[config.mk]
export PLATFORM = sky130hd
export DESIGN_NAME = grid_cell_top_n_tracker_flat
export DESIGN_NICKNAME = d
export VERILOG_FILES = /design/src/rtl/gct_pkg.sv /design/src/rtl/gct_if.sv /design/src/rtl/gct_front.sv /design/src/rtl/gct_queue.sv /design/src/rtl/gct_back.sv /design/src/rtl/grid_cell_top_n_tracker.sv /design/src/flat_wrapper.sv
export SDC_FILE = /design/constraint.sdc
export NUM_CORES = 2
export LEC_CHECK = 0
export ABC_AREA = 1
export BUFFER_PORTS_ARGS = -buffer_cell sky130_fd_sc_hd__buf_4
export CAP_MARGIN = 40
export CORE_UTILIZATION = 40
export CTS_BUF_LIST = sky130_fd_sc_hd__clkbuf_16
export DETAILED_ROUTE_END_ITERATION = 8
export PLACE_DENSITY = 0.57
export RECOVER_POWER = 100
export SLEW_MARGIN = 20
export SYNTH_ARGS = -nofsm -noshare
export SYNTH_HDL_FRONTEND = slang
export SYNTH_SLANG_ARGS = --single-unit
[constraint.sdc]
create_clock -name clk -period 12.6 [get_ports clk]
set_input_delay 1.26 -clock clk [delete_from_list [all_inputs] [get_ports clk]]
set_output_delay 1.26 -clock clk [all_outputs]
set_load 0.05 [all_outputs]
[src/rtl/gct_pkg.sv]
`default_nettype none
package gct_pkg;
	localparam int unsigned COORD_W = 32;
	localparam int unsigned WEIGHT_W = 17;
	localparam int unsigned NBINS_W = 11;
	localparam int unsigned LIMIT_W = 5;
	localparam int unsigned BIN_BITS = 10;
	localparam logic [WEIGHT_W-1:0] FULL_WEIGHT = 17'd65536;

	localparam logic [1:0] OUT_KEPT = 2'd0;
	localparam logic [1:0] OUT_INSERTED = 2'd1;
	localparam logic [1:0] OUT_REPLACED = 2'd2;
	localparam logic [1:0] OUT_DISCARDED = 2'd3;

	localparam logic [2:0] REG_LOWER_0 = 3'd0;
	localparam logic [2:0] REG_UPPER_0 = 3'd1;
	localparam logic [2:0] REG_LOWER_1 = 3'd2;
	localparam logic [2:0] REG_UPPER_1 = 3'd3;
	localparam logic [2:0] REG_TARGET = 3'd4;
	localparam logic [2:0] REG_NBINS = 3'd5;
	localparam logic [2:0] REG_LIMIT = 3'd6;
	localparam logic [2:0] REG_DIMS = 3'd7;

	typedef struct packed {
		logic signed [COORD_W-1:0] coord_0;
		logic signed [COORD_W-1:0] coord_1;
		logic [COORD_W-1:0] measured;
	} sample_t;

	typedef struct packed {
		logic [9:0] bin_index_0;
		logic [9:0] bin_index_1;
		logic [WEIGHT_W-1:0] sample_weight;
		logic [1:0] outcome;
		logic out_of_range;
		logic [4:0] cells_held;
		logic [WEIGHT_W-1:0] worst_weight;
	} result_t;

	typedef struct packed {
		logic [BIN_BITS-1:0] bin_0;
		logic [BIN_BITS-1:0] bin_1;
		logic [WEIGHT_W-1:0] weight;
		logic flag;
	} job_t;
endpackage
`default_nettype wire

[src/rtl/gct_if.sv]
`default_nettype none
interface gct_sample_if;
	import gct_pkg::*;
	logic valid;
	logic ready;
	sample_t data;
	modport source (output valid, output data, input ready);
	modport sink (input valid, input data, output ready);
endinterface

interface gct_result_if;
	import gct_pkg::*;
	logic valid;
	logic ready;
	result_t data;
	modport source (output valid, output data, input ready);
	modport sink (input valid, input data, output ready);
endinterface

interface gct_cfg_if;
	logic valid;
	logic ready;
	logic [2:0] index;
	logic [31:0] wdata;
	modport source (output valid, output index, output wdata, input ready);
	modport sink (input valid, input index, input wdata, output ready);
endinterface
`default_nettype wire

[src/rtl/gct_front.sv]
`default_nettype none
module gct_front import gct_pkg::*; (
	input wire logic clk,
	input wire logic arst_n,
	input wire logic in_valid,
	output logic in_ready,
	input wire sample_t in_data,
	input wire logic signed [31:0] lower_0,
	input wire logic signed [31:0] upper_0,
	input wire logic signed [31:0] lower_1,
	input wire logic signed [31:0] upper_1,
	input wire logic [31:0] target,
	input wire logic [10:0] nbins,
	input wire logic [1:0] dims,
	output logic job_valid,
	input wire logic job_ready,
	output job_t job
);
	localparam logic [2:0] F_IDLE = 3'd0;
	localparam logic [2:0] F_BIN0 = 3'd1;
	localparam logic [2:0] F_BIN1 = 3'd2;
	localparam logic [2:0] F_RAT = 3'd3;
	localparam logic [2:0] F_SQ = 3'd4;
	localparam logic [2:0] F_OUT = 3'd5;

	logic [2:0] state_q;
	sample_t smp_q;
	logic [10:0] nb_q;
	logic two_q;
	logic [5:0] cnt_q;
	logic [43:0] num_q;
	logic [32:0] den_q;
	logic [32:0] rem_q;
	logic [43:0] quo_q;
	logic [9:0] bin0_q, bin1_q;
	logic flag_q;
	logic [16:0] r_q;
	logic [16:0] w_q;
	logic [32:0] trial;
	logic [33:0] rem_sh;

	logic signed [32:0] d_diff, d_span;
	logic dflag, dzero;
	logic [10:0] nbe;

	always_comb begin
		nbe = (nbins == 11'd0) ? 11'd1 : ((nbins > 11'd1024) ? 11'd1024 : nbins);
	end

	assign in_ready = (state_q == F_IDLE);
	assign rem_sh = {rem_q, num_q[43]};
	assign trial = rem_sh[32:0] - den_q;

	always_comb begin
		if (state_q == F_IDLE || state_q == F_BIN0) begin
			d_diff = {smp_q.coord_0[31], smp_q.coord_0} - {lower_0[31], lower_0};
			d_span = {upper_0[31], upper_0} - {lower_0[31], lower_0};
		end else begin
			d_diff = {smp_q.coord_1[31], smp_q.coord_1} - {lower_1[31], lower_1};
			d_span = {upper_1[31], upper_1} - {lower_1[31], lower_1};
		end
		dflag = (d_span <= 33'sd0) || (d_diff < 33'sd0);
		dzero = dflag || (d_diff == 33'sd0);
	end

	logic [43:0] quo_n;
	logic [9:0] bin_res;
	logic bin_sat;
	always_comb begin
		quo_n = {quo_q[42:0], (rem_sh[33] || rem_sh[32:0] >= den_q)};
		bin_sat = (quo_n >= {33'd0, nb_q});
		bin_res = bin_sat ? 10'(nb_q - 11'd1) : quo_n[9:0];
	end

	function automatic logic [43:0] bin_num(input logic signed [32:0] df,
			input logic [10:0] n);
		logic [43:0] p;
		p = 44'(df[31:0]) * 44'(n);
		return p - 44'd1;
	endfunction

	logic [31:0] sm, lg;
	always_comb begin
		sm = (smp_q.measured < target) ? smp_q.measured : target;
		lg = (smp_q.measured < target) ? target : smp_q.measured;
	end

	logic [33:0] sq;
	assign sq = 34'(r_q) * 34'(r_q);

	always_ff @(posedge clk or negedge arst_n) begin
		if (!arst_n) begin
			state_q <= F_IDLE;
			cnt_q <= '0;
		end else begin
			unique case (state_q)
				F_IDLE: begin
					if (in_valid) begin
						smp_q <= in_data;
						nb_q <= nbe;
						two_q <= (dims >= 2'd2);
						flag_q <= 1'b0;
						bin0_q <= '0;
						bin1_q <= '0;
						state_q <= F_BIN0;
						cnt_q <= '0;
					end
				end
				F_BIN0, F_BIN1: begin
					if (cnt_q == 6'd0) begin
						if (dzero) begin
							flag_q <= flag_q | dflag;
							if (state_q == F_BIN0 && two_q) state_q <= F_BIN1;
							else begin
								state_q <= F_RAT;
								cnt_q <= '0;
							end
						end else begin
							num_q <= bin_num(d_diff, nb_q);
							den_q <= 33'(d_span);
							rem_q <= '0;
							quo_q <= '0;
							cnt_q <= 6'd1;
						end
					end else begin
						num_q <= {num_q[42:0], 1'b0};
						rem_q <= (rem_sh[33] || rem_sh[32:0] >= den_q) ? trial : rem_sh[32:0];
						quo_q <= quo_n;
						if (cnt_q == 6'd44) begin
							cnt_q <= '0;
							flag_q <= flag_q | bin_sat;
							if (state_q == F_BIN0) begin
								bin0_q <= bin_res;
								if (two_q) state_q <= F_BIN1;
								else state_q <= F_RAT;
							end else begin
								bin1_q <= bin_res;
								state_q <= F_RAT;
							end
						end else cnt_q <= cnt_q + 6'd1;
					end
				end
				F_RAT: begin
					if (cnt_q == 6'd0) begin
						if (lg == 32'd0) begin
							w_q <= FULL_WEIGHT;
							state_q <= F_OUT;
						end else begin
							num_q <= {sm, 12'd0};
							den_q <= {1'b0, lg};
							rem_q <= '0;
							quo_q <= '0;
							cnt_q <= 6'd1;
						end
					end else begin
						num_q <= {num_q[42:0], 1'b0};
						rem_q <= (rem_sh[33] || rem_sh[32:0] >= den_q) ? trial : rem_sh[32:0];
						quo_q <= quo_n;
						if (cnt_q == 6'd48) begin
							cnt_q <= '0;
							r_q <= quo_n[16:0];
							state_q <= F_SQ;
						end else cnt_q <= cnt_q + 6'd1;
					end
				end
				F_SQ: begin
					w_q <= sq[32:16];
					state_q <= F_OUT;
				end
				F_OUT: begin
					if (job_ready) state_q <= F_IDLE;
				end
				default: state_q <= F_IDLE;
			endcase
		end
	end

	assign job_valid = (state_q == F_OUT);
	assign job = '{bin_0: bin0_q, bin_1: bin1_q, weight: w_q, flag: flag_q};
endmodule
`default_nettype wire

[src/rtl/gct_queue.sv]
`default_nettype none
module gct_queue import gct_pkg::*; (
	input wire logic clk,
	input wire logic arst_n,
	input wire logic wr_valid,
	output logic wr_ready,
	input wire job_t wr_data,
	output logic rd_valid,
	input wire logic rd_ready,
	output job_t rd_data
);
	job_t mem_q [2];
	logic [1:0] wp_q, rp_q;
	logic [1:0] used;

	assign used = wp_q - rp_q;
	assign wr_ready = (used != 2'd2);
	assign rd_valid = (used != 2'd0);
	assign rd_data = mem_q[rp_q[0]];

	always_ff @(posedge clk) begin
		if (wr_valid && wr_ready) mem_q[wp_q[0]] <= wr_data;
	end

	always_ff @(posedge clk or negedge arst_n) begin
		if (!arst_n) begin
			wp_q <= '0;
			rp_q <= '0;
		end else begin
			if (wr_valid && wr_ready) wp_q <= wp_q + 2'd1;
			if (rd_valid && rd_ready) rp_q <= rp_q + 2'd1;
		end
	end
endmodule
`default_nettype wire

[src/rtl/gct_back.sv]
`default_nettype none
module gct_back import gct_pkg::*; #(
	parameter int unsigned SLOTS = 16
) (
	input wire logic clk,
	input wire logic arst_n,
	input wire logic job_valid,
	output logic job_ready,
	input wire job_t job,
	input wire logic [4:0] limit,
	output logic res_valid,
	input wire logic res_ready,
	output result_t res
);
	localparam int unsigned SW = (SLOTS > 1) ? $clog2(SLOTS) : 1;
	localparam int unsigned CW = $clog2(SLOTS + 1);
	localparam int unsigned KW = 2 * BIN_BITS;

	localparam logic [2:0] B_IDLE = 3'd0;
	localparam logic [2:0] B_SRCH = 3'd1;
	localparam logic [2:0] B_ACT = 3'd2;
	localparam logic [2:0] B_SCAN = 3'd3;
	localparam logic [2:0] B_OUT = 3'd4;

	logic [KW-1:0] key_q [SLOTS];
	logic [WEIGHT_W-1:0] wt_q [SLOTS];
	logic [SLOTS-1:0] valid_q;
	logic [CW-1:0] held_q;
	logic [SW-1:0] worst_slot_q;
	logic [WEIGHT_W-1:0] worst_q;

	logic [2:0] state_q;
	job_t job_q;
	logic [KW-1:0] key_cur;
	logic [CW-1:0] idx_q;
	logic hit_q, free_q;
	logic [SW-1:0] hit_slot_q, free_slot_q;
	logic [1:0] outc_q;
	logic any_q;
	logic [WEIGHT_W-1:0] best_q;
	logic [SW-1:0] bslot_q;
	logic [CW-1:0] lim;
	logic [SW-1:0] ix;

	assign ix = idx_q[SW-1:0];
	assign key_cur = {job_q.bin_1, job_q.bin_0};
	always_comb begin
		lim = (limit == 5'd0) ? CW'(1) : ((32'(limit) > SLOTS) ? CW'(SLOTS) : CW'(limit));
	end

	assign job_ready = (state_q == B_IDLE);

	always_ff @(posedge clk or negedge arst_n) begin
		if (!arst_n) begin
			state_q <= B_IDLE;
			valid_q <= '0;
			held_q <= '0;
			worst_slot_q <= '0;
			worst_q <= FULL_WEIGHT;
			idx_q <= '0;
		end else begin
			unique case (state_q)
				B_IDLE: begin
					if (job_valid) begin
						job_q <= job;
						hit_q <= 1'b0;
						free_q <= 1'b0;
						idx_q <= '0;
						state_q <= B_SRCH;
					end
				end
				B_SRCH: begin
					if (valid_q[ix] && key_q[ix] == key_cur && !hit_q) begin
						hit_q <= 1'b1;
						hit_slot_q <= ix;
					end
					if (!valid_q[ix] && !free_q) begin
						free_q <= 1'b1;
						free_slot_q <= ix;
					end
					if (32'(idx_q) == SLOTS - 1) state_q <= B_ACT;
					else idx_q <= idx_q + CW'(1);
				end
				B_ACT: begin
					idx_q <= '0;
					any_q <= 1'b0;
					best_q <= FULL_WEIGHT;
					bslot_q <= '0;
					state_q <= B_SCAN;
					if (hit_q) begin
						if (job_q.weight > wt_q[hit_slot_q]) wt_q[hit_slot_q] <= job_q.weight;
						outc_q <= OUT_KEPT;
					end else if (held_q < lim) begin
						if (free_q) begin
							valid_q[free_slot_q] <= 1'b1;
							key_q[free_slot_q] <= key_cur;
							wt_q[free_slot_q] <= job_q.weight;
							held_q <= held_q + CW'(1);
							outc_q <= OUT_INSERTED;
						end else begin
							outc_q <= OUT_DISCARDED;
							state_q <= B_OUT;
						end
					end else if (held_q != '0 && job_q.weight > worst_q
							&& valid_q[worst_slot_q]) begin
						key_q[worst_slot_q] <= key_cur;
						wt_q[worst_slot_q] <= job_q.weight;
						outc_q <= OUT_REPLACED;
					end else begin
						outc_q <= OUT_DISCARDED;
						state_q <= B_OUT;
					end
				end
				B_SCAN: begin
					if (valid_q[ix] && (!any_q || wt_q[ix] < best_q)) begin
						any_q <= 1'b1;
						best_q <= wt_q[ix];
						bslot_q <= ix;
					end
					if (32'(idx_q) == SLOTS - 1) begin
						if (valid_q[ix] && (!any_q || wt_q[ix] < best_q)) begin
							worst_q <= wt_q[ix];
							worst_slot_q <= ix;
						end else begin
							worst_q <= best_q;
							worst_slot_q <= bslot_q;
						end
						state_q <= B_OUT;
					end else idx_q <= idx_q + CW'(1);
				end
				B_OUT: begin
					if (res_ready) state_q <= B_IDLE;
				end
				default: state_q <= B_IDLE;
			endcase
		end
	end

	assign res_valid = (state_q == B_OUT);
	assign res = '{bin_index_0: job_q.bin_0, bin_index_1: job_q.bin_1,
		sample_weight: job_q.weight, outcome: outc_q, out_of_range: job_q.flag,
		cells_held: 5'(held_q), worst_weight: worst_q};
endmodule
`default_nettype wire

[src/rtl/grid_cell_top_n_tracker.sv]
// Grid-cell top-N tracker. The front unit bins one or both coordinates and forms
// the Q1.16 weight with a shared radix-2 divider: each bin division is a setup
// plus 44 steps, the ratio a setup plus 48 steps, then a squaring state. Unused
// bins, bins at or below the lower edge or with an empty span, and a zero target
// with a zero measurement skip their division. The front takes a new sample only
// after handing off the last; the slower unit sets the sample rate. A two-entry
// queue hands classified samples to the table unit, which searches the slots one
// per cycle, updates, and rescans for the worst cell; a discarded sample skips
// the rescan. Configuration writes are always accepted.
`default_nettype none
module grid_cell_top_n_tracker import gct_pkg::*; #(
	parameter int unsigned TABLE_SLOTS = 16
) (
	input wire logic clk,
	input wire logic arst_n,
	gct_sample_if.sink sample,
	gct_result_if.source result,
	gct_cfg_if.sink cfg
);
	logic signed [31:0] lower_0_q, upper_0_q, lower_1_q, upper_1_q;
	logic [31:0] target_q;
	logic [10:0] nbins_q;
	logic [4:0] limit_q;
	logic [1:0] dims_q;

	assign cfg.ready = 1'b1;

	always_ff @(posedge clk or negedge arst_n) begin
		if (!arst_n) begin
			lower_0_q <= '0;
			upper_0_q <= 32'sd65536;
			lower_1_q <= '0;
			upper_1_q <= 32'sd65536;
			target_q <= 32'd65536;
			nbins_q <= 11'd16;
			limit_q <= 5'd16;
			dims_q <= 2'd2;
		end else if (cfg.valid) begin
			unique case (cfg.index)
				REG_LOWER_0: lower_0_q <= cfg.wdata;
				REG_UPPER_0: upper_0_q <= cfg.wdata;
				REG_LOWER_1: lower_1_q <= cfg.wdata;
				REG_UPPER_1: upper_1_q <= cfg.wdata;
				REG_TARGET: target_q <= cfg.wdata;
				REG_NBINS: nbins_q <= cfg.wdata[10:0];
				REG_LIMIT: limit_q <= cfg.wdata[4:0];
				REG_DIMS: dims_q <= cfg.wdata[1:0];
				default: ;
			endcase
		end
	end

	logic f_valid, f_ready, q_valid, q_ready;
	job_t f_job, q_job;

	gct_front u_front (
		.clk, .arst_n,
		.in_valid(sample.valid), .in_ready(sample.ready), .in_data(sample.data),
		.lower_0(lower_0_q), .upper_0(upper_0_q),
		.lower_1(lower_1_q), .upper_1(upper_1_q),
		.target(target_q), .nbins(nbins_q), .dims(dims_q),
		.job_valid(f_valid), .job_ready(f_ready), .job(f_job)
	);

	gct_queue u_queue (
		.clk, .arst_n,
		.wr_valid(f_valid), .wr_ready(f_ready), .wr_data(f_job),
		.rd_valid(q_valid), .rd_ready(q_ready), .rd_data(q_job)
	);

	gct_back #(.SLOTS(TABLE_SLOTS)) u_back (
		.clk, .arst_n,
		.job_valid(q_valid), .job_ready(q_ready), .job(q_job),
		.limit(limit_q),
		.res_valid(result.valid), .res_ready(result.ready), .res(result.data)
	);

	assert property (@(posedge clk) disable iff (!arst_n)
		result.valid |-> result.data.cells_held <= 5'(TABLE_SLOTS))
		else $error("held count beyond table size");
	assert property (@(posedge clk) disable iff (!arst_n)
		result.valid && result.data.outcome == OUT_INSERTED
		|-> result.data.cells_held != 5'd0)
		else $error("insert left table empty");
	assert property (@(posedge clk) disable iff (!arst_n)
		result.valid |-> result.data.worst_weight <= FULL_WEIGHT)
		else $error("worst weight above full scale");
endmodule
`default_nettype wire

[src/flat_wrapper.sv]
// flat-port wrapper written by rule: the top's interface ports become plain ports
module grid_cell_top_n_tracker_flat import gct_pkg::*;
#(
	parameter int unsigned TABLE_SLOTS = 16
)
  (clk, arst_n, sample_valid, sample_data, sample_ready, result_valid, result_data, result_ready, cfg_valid, cfg_index, cfg_wdata, cfg_ready);
  gct_sample_if sample_i ();
  gct_result_if result_i ();
  gct_cfg_if cfg_i ();
  input wire logic clk;
  input wire logic arst_n;
  input wire logic [$bits(sample_i.valid)-1:0] sample_valid;
  input wire logic [$bits(sample_i.data)-1:0] sample_data;
  output wire logic [$bits(sample_i.ready)-1:0] sample_ready;
  output wire logic [$bits(result_i.valid)-1:0] result_valid;
  output wire logic [$bits(result_i.data)-1:0] result_data;
  input wire logic [$bits(result_i.ready)-1:0] result_ready;
  input wire logic [$bits(cfg_i.valid)-1:0] cfg_valid;
  input wire logic [$bits(cfg_i.index)-1:0] cfg_index;
  input wire logic [$bits(cfg_i.wdata)-1:0] cfg_wdata;
  output wire logic [$bits(cfg_i.ready)-1:0] cfg_ready;
  assign sample_i.valid = sample_valid;
  assign sample_i.data = sample_data;
  assign sample_ready = sample_i.ready;
  assign result_valid = result_i.valid;
  assign result_data = result_i.data;
  assign result_i.ready = result_ready;
  assign cfg_i.valid = cfg_valid;
  assign cfg_i.index = cfg_index;
  assign cfg_i.wdata = cfg_wdata;
  assign cfg_ready = cfg_i.ready;
  grid_cell_top_n_tracker #(.TABLE_SLOTS(TABLE_SLOTS)) u_core (.clk(clk), .arst_n(arst_n), .sample(sample_i), .result(result_i), .cfg(cfg_i));
endmodule
# Yosys cells after proc, flatten, opt, wreduce, memory -nomap -nowiden
# Memory sizes are Yosys's and may differ from the RTL's. A register that Yosys moved wholly into a read port is not among the register bits.
# Cells that the tools add are included.
[classes]
n_bitwise = 5
n_reduce_logical = 75
multipliers = 2
addsub = 13
eq_ne = 47
muxes = 125
n_lt_le_gt_ge = 16
[op_table]
columns = ["op", "count"]
rows = [
  ["33-bit 2-to-1 mux", 11],
  ["44-bit 2-to-1 mux", 4],
  ["43-bit 2-to-1 mux", 4],
  ["33-bit one-hot mux with 2 select lines", 2],
  ["32-bit by 32-bit subtractor with 33-bit output", 4],
  ["44-bit one-hot mux with 2 select lines", 1],
  ["43-bit one-hot mux with 2 select lines", 1],
  ["17-bit 2-to-1 mux", 5],
  ["10-bit 2-to-1 mux", 8],
  ["17-bit one-hot mux with 2 select lines", 2],
  ["32-bit 2-to-1 mux", 2],
  ["3-bit 2-to-1 mux", 17],
  ["6-bit 2-to-1 mux", 8],
  ["44-bit by 11-bit greater-or-equal comparator with 1-bit output", 1],
  ["43-bit by 1-bit subtractor with 44-bit output, second input constant", 1],
  ["32-bit by 11-bit multiplier with 43-bit output", 1],
  ["10-bit one-hot mux with 2 select lines", 2],
  ["2-bit != test, second input constant", 18],
  ["17-bit > comparator", 2],
  ["17-bit OR reduction", 2],
  ["33-bit greater-or-equal comparator", 1],
  ["33-bit by 1-bit less-or-equal comparator with 1-bit output, second input constant", 1],
  ["33-bit logical NOT", 1],
  ["33-bit by 1-bit < comparator with 1-bit output, second input constant", 1],
  ["58 further kinds", 183],
]
[word_totals]
ramBits = 668
mem_count = 3
register_bits = 591
out_inout_bits = 65
inputBits = 136
wordCells = 327
[memory_table]
columns = ["name", "words", "width", "read_ports", "rd_ports_with_merged_regs", "wr", "line", "source"]
rows = [
  ["u_core.u_back.key_q", 16, 20, 1, 0, 1, "gct_back.sv:25", "logic [KW-1:0] key_q [SLOTS];"],
  ["u_core.u_back.wt_q", 16, 17, 2, 1, 1, "gct_back.sv:26", "logic [WEIGHT_W-1:0] wt_q [SLOTS];"],
  ["u_core.u_queue.mem_q", 2, 38, 1, 1, 1, "gct_queue.sv:12", "job_t mem_q [2];"],
]

# Longest topological paths before layout
[depth]
word_depth = 12
depth_mapped = 40
ltp_nobuf = 39

# Cells and area by module
# From an unflattened synthesis, not the netlist that was laid out.
[unflattened]
cells_unflattened = 10985
hier_area_um2 = 91089.9
[by_module_without_submodules]
columns = ["module", "area_each_um2", "seq_area_each_um2", "cells_each", "instances"]
rows = [
  ["gct_front", 46797.4, 9714.3, 6487, 1],
  ["gct_back", 34269.1, 21271.7, 3473, 1],
  ["grid_cell_top_n_tracker", 6969.2, 4461.8, 789, 1],
  ["gct_queue", 3054.2, 2382.3, 236, 1],
]

# Worst setup path before layout
# OpenSTA, ideal clock, no wires.
[synth_timing]
path_type = "reg2reg"
from = "reg u_core.lower_0_q[0]"
to = "reg u_core.u_front.num_q[0] (enable)"
setup_ns = 0.638
path_stages_with_launch = 21
t_arrival_ns = 8.207
period_less_slack_ns = 8.845
setup_slack_ns = 3.755
path_buffers = 0
t_required_ns = 11.962
path_cell_list = "dfrtp_1 ha_1 fa_1 inv_1 nand3_1 nand2_1 nand2_1 nand2_1 nand2_1 nand2_1 nand2_1 nand2_1 a21oi_1 xor2_1 nand2_1 nand2_1 nor2_1 nand3_1 nand2_1 o21ai_0 a21oi_1"
[synth_between]
elab_chain_len = 7
word_cells_on_any_way = 11
classes_between = "add/sub: 2; order compare: 2; eq/ne: 1; mux: 2; reduce/logical: 4"
[synth_rtl]
columns = ["item", "line", "source"]
rows = [
  ["from (decl)", "grid_cell_top_n_tracker.sv:20", "logic signed [31:0] lower_0_q, upper_0_q, lower_1_q, upper_1_q;"],
  ["from (signal assigned)", "grid_cell_top_n_tracker.sv:40", "REG_LOWER_0: lower_0_q <= cfg.wdata;"],
  ["32-bit by 32-bit subtractor with 33-bit output (on tied branches)", "gct_front.sv:57, gct_front.sv:56", ""],
  ["33-bit 2-to-1 mux", "gct_front.sv:55", "if (state_q == F_IDLE || state_q == F_BIN0) begin"],
  ["33-bit by 1-bit less-or-equal comparator with 1-bit output / 33-bit by 1-bit < comparator with 1-bit output (equally long branches)", "gct_front.sv:62", "dflag = (d_span <= 33'sd0) || (d_diff < 33'sd0);"],
  ["1-bit logical OR", "gct_front.sv:62", ""],
  ["1-bit logical OR *", "gct_front.sv:63", "dzero = dflag || (d_diff == 33'sd0);"],
  ["3-bit != test (no source line) *", "n/a", ""],
  ["4-bit AND reduction (no source line) *", "n/a", ""],
  ["to (signal assigned)", "gct_front.sv:119", "num_q <= bin_num(d_diff, nb_q);"],
  ["to (signal assigned)", "gct_front.sv:126", "num_q <= {num_q[42:0], 1'b0};"],
  ["to (signal assigned)", "gct_front.sv:149", "num_q <= {sm, 12'd0};"],
  ["to (decl)", "gct_front.sv:31", "logic [43:0] num_q;"],
]
# Mark *: on every way between the ends. The rest lies on a longest branch, timed or not.
# A chain may end at the register's enable or synchronous reset.

# Final worst setup path
[layout_timing]
from = "reg u_core.u_back.idx_q[0]"
to = "reg u_core.u_back.best_q[16] (data pin)"
[layout_between]
elab_chain_len = 6
word_cells_on_any_way = 8
classes_between = "order compare: 1; mux: 4; reduce/logical: 2; memory: 1"
[layout_rtl]
columns = ["item", "line", "source"]
rows = [
  ["from (decl)", "gct_back.sv:35", "logic [CW-1:0] idx_q;"],
  ["from (signal assigned)", "gct_back.sv:82", "else idx_q <= idx_q + CW'(1);"],
  ["from (signal assigned)", "gct_back.sv:129", "end else idx_q <= idx_q + CW'(1);"],
  ["memory read 16 x 17 bit", "n/a", ""],
  ["17-bit < comparator", "n/a", ""],
  ["1-bit logical OR", "n/a", ""],
  ["1-bit logical AND", "n/a", ""],
  ["17-bit 2-to-1 mux *", "gct_back.sv:115", "if (valid_q[ix] && (!any_q || wt_q[ix] < best_q)) begin"],
  ["17-bit one-hot mux with 2 select lines *", "gct_back.sv:62", "unique case (state_q)"],
  ["to (signal assigned)", "gct_back.sv:117", "best_q <= wt_q[ix];"],
  ["to (decl)", "gct_back.sv:40", "logic [WEIGHT_W-1:0] best_q;"],
]
# Mark *: on every way between the ends. The rest lies on a longest branch, timed or not. The select of a mux whose other input is x is not followed.

==> run metrics <==
root buf cell=clkbuf_16; fraction of registers with async set/reset=0.1846; fillers=21665; worst hold path class=reg2reg; number of gates resized after CTS=0; Tightest Pin Transition=3.861 ns; cells after synthesis=10174; CP endpoint kind=register; clk sinks=1300; hpwl dp=218100 µm; RSZ-0062 raised after global routing=false; top cells by area in the synthesized netlist=edfxtp_1, nand2_1, fa_1, inv_1, ha_1; final setup vio count=0; Post-Route Setup TNS=0 ns; Worst Path Required=13.17 ns; final setup skew=0.06673 ns; placed cells=12990; largest net degree at the start of global routing=91; Net Count, Synth=11255; Top Usage Layer GRT=met2; Via density=5.368; most common cell after layout, fill and taps aside=nand2_1; TritonCTS clock tree=built; crit path kind=reg2reg; Overflow after GRT=0; Arrival @ worst endpoint=10.81 ns; synth warn=0; Finished Layout Cells=13292; Setup crit start kind=register; Routed wire per std cell=22.39 µm; Mapped Area=0.08833 mm²; Synth top area share=0.3590; Pins Over Slew Limit=1757; initial detailed-routing violation count=6564; DR DRC count=0; Post-CTS Hold Fix Bufs=0; Max Fanout on Critical Path=55; GR Layer Usage met1=0.3555; Total Wirelength=297600 µm; FF+latch count, synth=1300; Final Hold Violating Endpoints=0; Post-synth EDFFs=1056; share of layout cells above drive strength 1=0.04360; period utilization=0.8126; Most used DFF post-synth=edfxtp_1; Die H=471.9 µm; Area Growth Syn to Fin=10.30%; GR Util All Layers=0.2637; global placer's final weighted congestion=0.9710; syn avg cell area=8.682 µm²; FP Rows=172; vias in the first global route=69960; Period minus WS final=10.24 ns; DR vias=71351; number of setup buffers added after CTS=0; Clk pin slew, worst setup/hold paths=0.06 ns; Slew headroom=-1.574; Skew-Pair Late Insertion Delay=0.82 ns; f_max=0.09767 GHz; IO Pins=201; ANT nets after route=0; Synth cell types=71; htree depth=4; DR pass1 iterations=7; routing usage on met3=0.04181; initial core utilization=0.4024; maximum capacitance violations=47; Die Wd=471.9 µm; nets=11368; port bufs=199; sequential share of the synthesized area=0.4280; initial antenna violation count=25; die area=0.2227 mm²; first-pass GRT wire length=441800 µm; outcome=finished with violations; failing checks=max-capacitance violations, max-slew violations; clk buf depth=3; final hold slack=0.4280 ns; Synth area leader=edfxtp_1; number of CTS-inserted buffers=150; core area=0.2195 mm²; met2 Usage GRT=0.4309; commonest cells after routing, fill and taps aside=nand2_1, inv_1, edfxtp_1, o21ai_0, nor2_1
-- routing by layer --
layer | share of wire | routed length, µm | vias to the layer above
li1 | - | - | 33476
met2 | 0.46 | 137300 | 2705
met3 | 0.073 | 21690 | 536
met1 | 0.43 | 127400 | 34630
met5 | 0.000087 | 26 | -
met4 | 0.037 | 11070 | 4
-- logic make-up (layout without fill, tap and decap cells) --
kind of cell | count (synthesis) | after routing | share of synthesized area
other cells | 1 | 8 | 0.00004246
simple gates | 3832 | 3832 | 0.1750
buf+inv | 2233 | 2473 | 0.09743
mux | 7 | 7 | 0.0007933
compound gates | 1774 | 1774 | 0.1165
flops | 1300 | 1300 | 0.4280
fa+ha+maj | 945 | 945 | 0.1741
xor+xnor | 82 | 82 | 0.008131
-- layout make-up --
class / instances / area (µm²) / area share
Multi-Input combinational cell: 6641 / 41910 / 0.4302
Sequential cell: 1300 / 37810 / 0.3881
Inverter: 1851 / 6955 / 0.07139
Clock buffer: 150 / 3754 / 0.03853
Tap cell: 2871 / 3592 / 0.03687
Timing Repair Buffer: 343 / 2201 / 0.02259
Clock inverter: 129 / 1180 / 0.01211
Antenna cell: 7 / 17.52 / 0.0001798
-- cell usage after synthesis (6+ instances only) --
cell type	n
nand2_1	2539
inv_1	1830
edfxtp_1	1056
o21ai_0	689
nor2_1	675
a21oi_1	577
fa_1	473
ha_1	472
nand3_1	383
clkbuf_1	270
dfrtp_1	233
o221ai_1	178
a211oi_1	76
buf_2	67
nor3_1	67
nand4_1	52
o211ai_1	48
xor2_1	45
o22ai_1	41
xnor2_1	37
o21ai_1	30
nor4_1	28
a21o_1	27
nand3b_1	25
o21bai_1	19
buf_1	18
buf_4	18
a31oi_1	17
clkinv_1	16
o21a_1	16
nand2_2	14
and2_1	9
buf_6	9
a22o_1	8
dfstp_2	7
mux2i_1	7
o2111ai_1	7
o31ai_1	7
or2_2	7
a31o_2	6
and3_1	6
-- stage by stage --
stage,instance area [µm²],setup WS [ns],util
final,97420,2.361,0.4438
after global routing,97420,1.824,0.4438
after CTS,98500,4.100,0.4487
after detailed placement,93570,4.107,0.4263
after global placement,92690,3.987,0.4223
after floorplan,88330,3.755,-
-- flip-flops by register name, summed over array words and instances (netlist names), 32 cells and up, named ones only --
name	count
u_core.u_back.key_q	320
u_core.u_back.wt_q	272
u_core.u_front.smp_q	96
u_core.u_queue.mem_q	76
u_core.u_front.num_q	44
u_core.u_front.quo_q	43
u_core.u_back.res	38
u_core.u_front.den_q	33
u_core.u_front.rem_q	33
u_core.lower_0_q	32
u_core.lower_1_q	32
u_core.target_q	32
u_core.upper_0_q	32
u_core.upper_1_q	32
-- critical path, stage by stage (launching register included) --
cell	delay (ns)
dfrtp_1	1.47
clkbuf_1	2.24
inv_4	0.41
nand2_1	1.95
buf_4	0.56
o221ai_1	0.17
o221ai_1	0.32
nand2_1	0.14
inv_1	0.11
ha_1	0.16
nand2_1	0.07
nor2_1	0.13
nand4_1	0.18
o31ai_1	0.53
nand2_1	0.11
nand2_1	0.71
inv_2	0.23
nand2_1	0.10
o21ai_0	0.10
or2_0	0.22
-- path summary, 6_finish.rpt --
| path | end | cells after the start | slack, ns | start |
|---|---|---|---|---|
| worst max-delay path | u_core.u_back.best_q[16]$_SDFFCE_PN1P_ | 19 | 2.36 | u_core.u_back.idx_q[0]$_DFFE_PN0P_ |
| worst max register to register | u_core.u_back.best_q[16]$_SDFFCE_PN1P_ | 19 | 2.36 | u_core.u_back.idx_q[0]$_DFFE_PN0P_ |
| worst min-delay path | u_core.u_queue.mem_q[0][36]$_DFFE_PP_ | 0 | 0.43 | u_core.u_front.bin0_q[8]$_DFFE_PP_ |
| max in group asynchronous | u_core.target_q[25]$_DFFE_PN0P_ | 4 | 5.43 | arst_n |
| min in group asynchronous | u_core.lower_1_q[16]$_DFFE_PN0P_ | 1 | 1.10 | arst_n |
| worst min register to register | u_core.u_queue.mem_q[0][36]$_DFFE_PP_ | 0 | 0.43 | u_core.u_front.bin0_q[8]$_DFFE_PP_ |
Power is not shown: default switching activity piles up to over one toggle a cycle in this logic, so the estimate is an artifact.
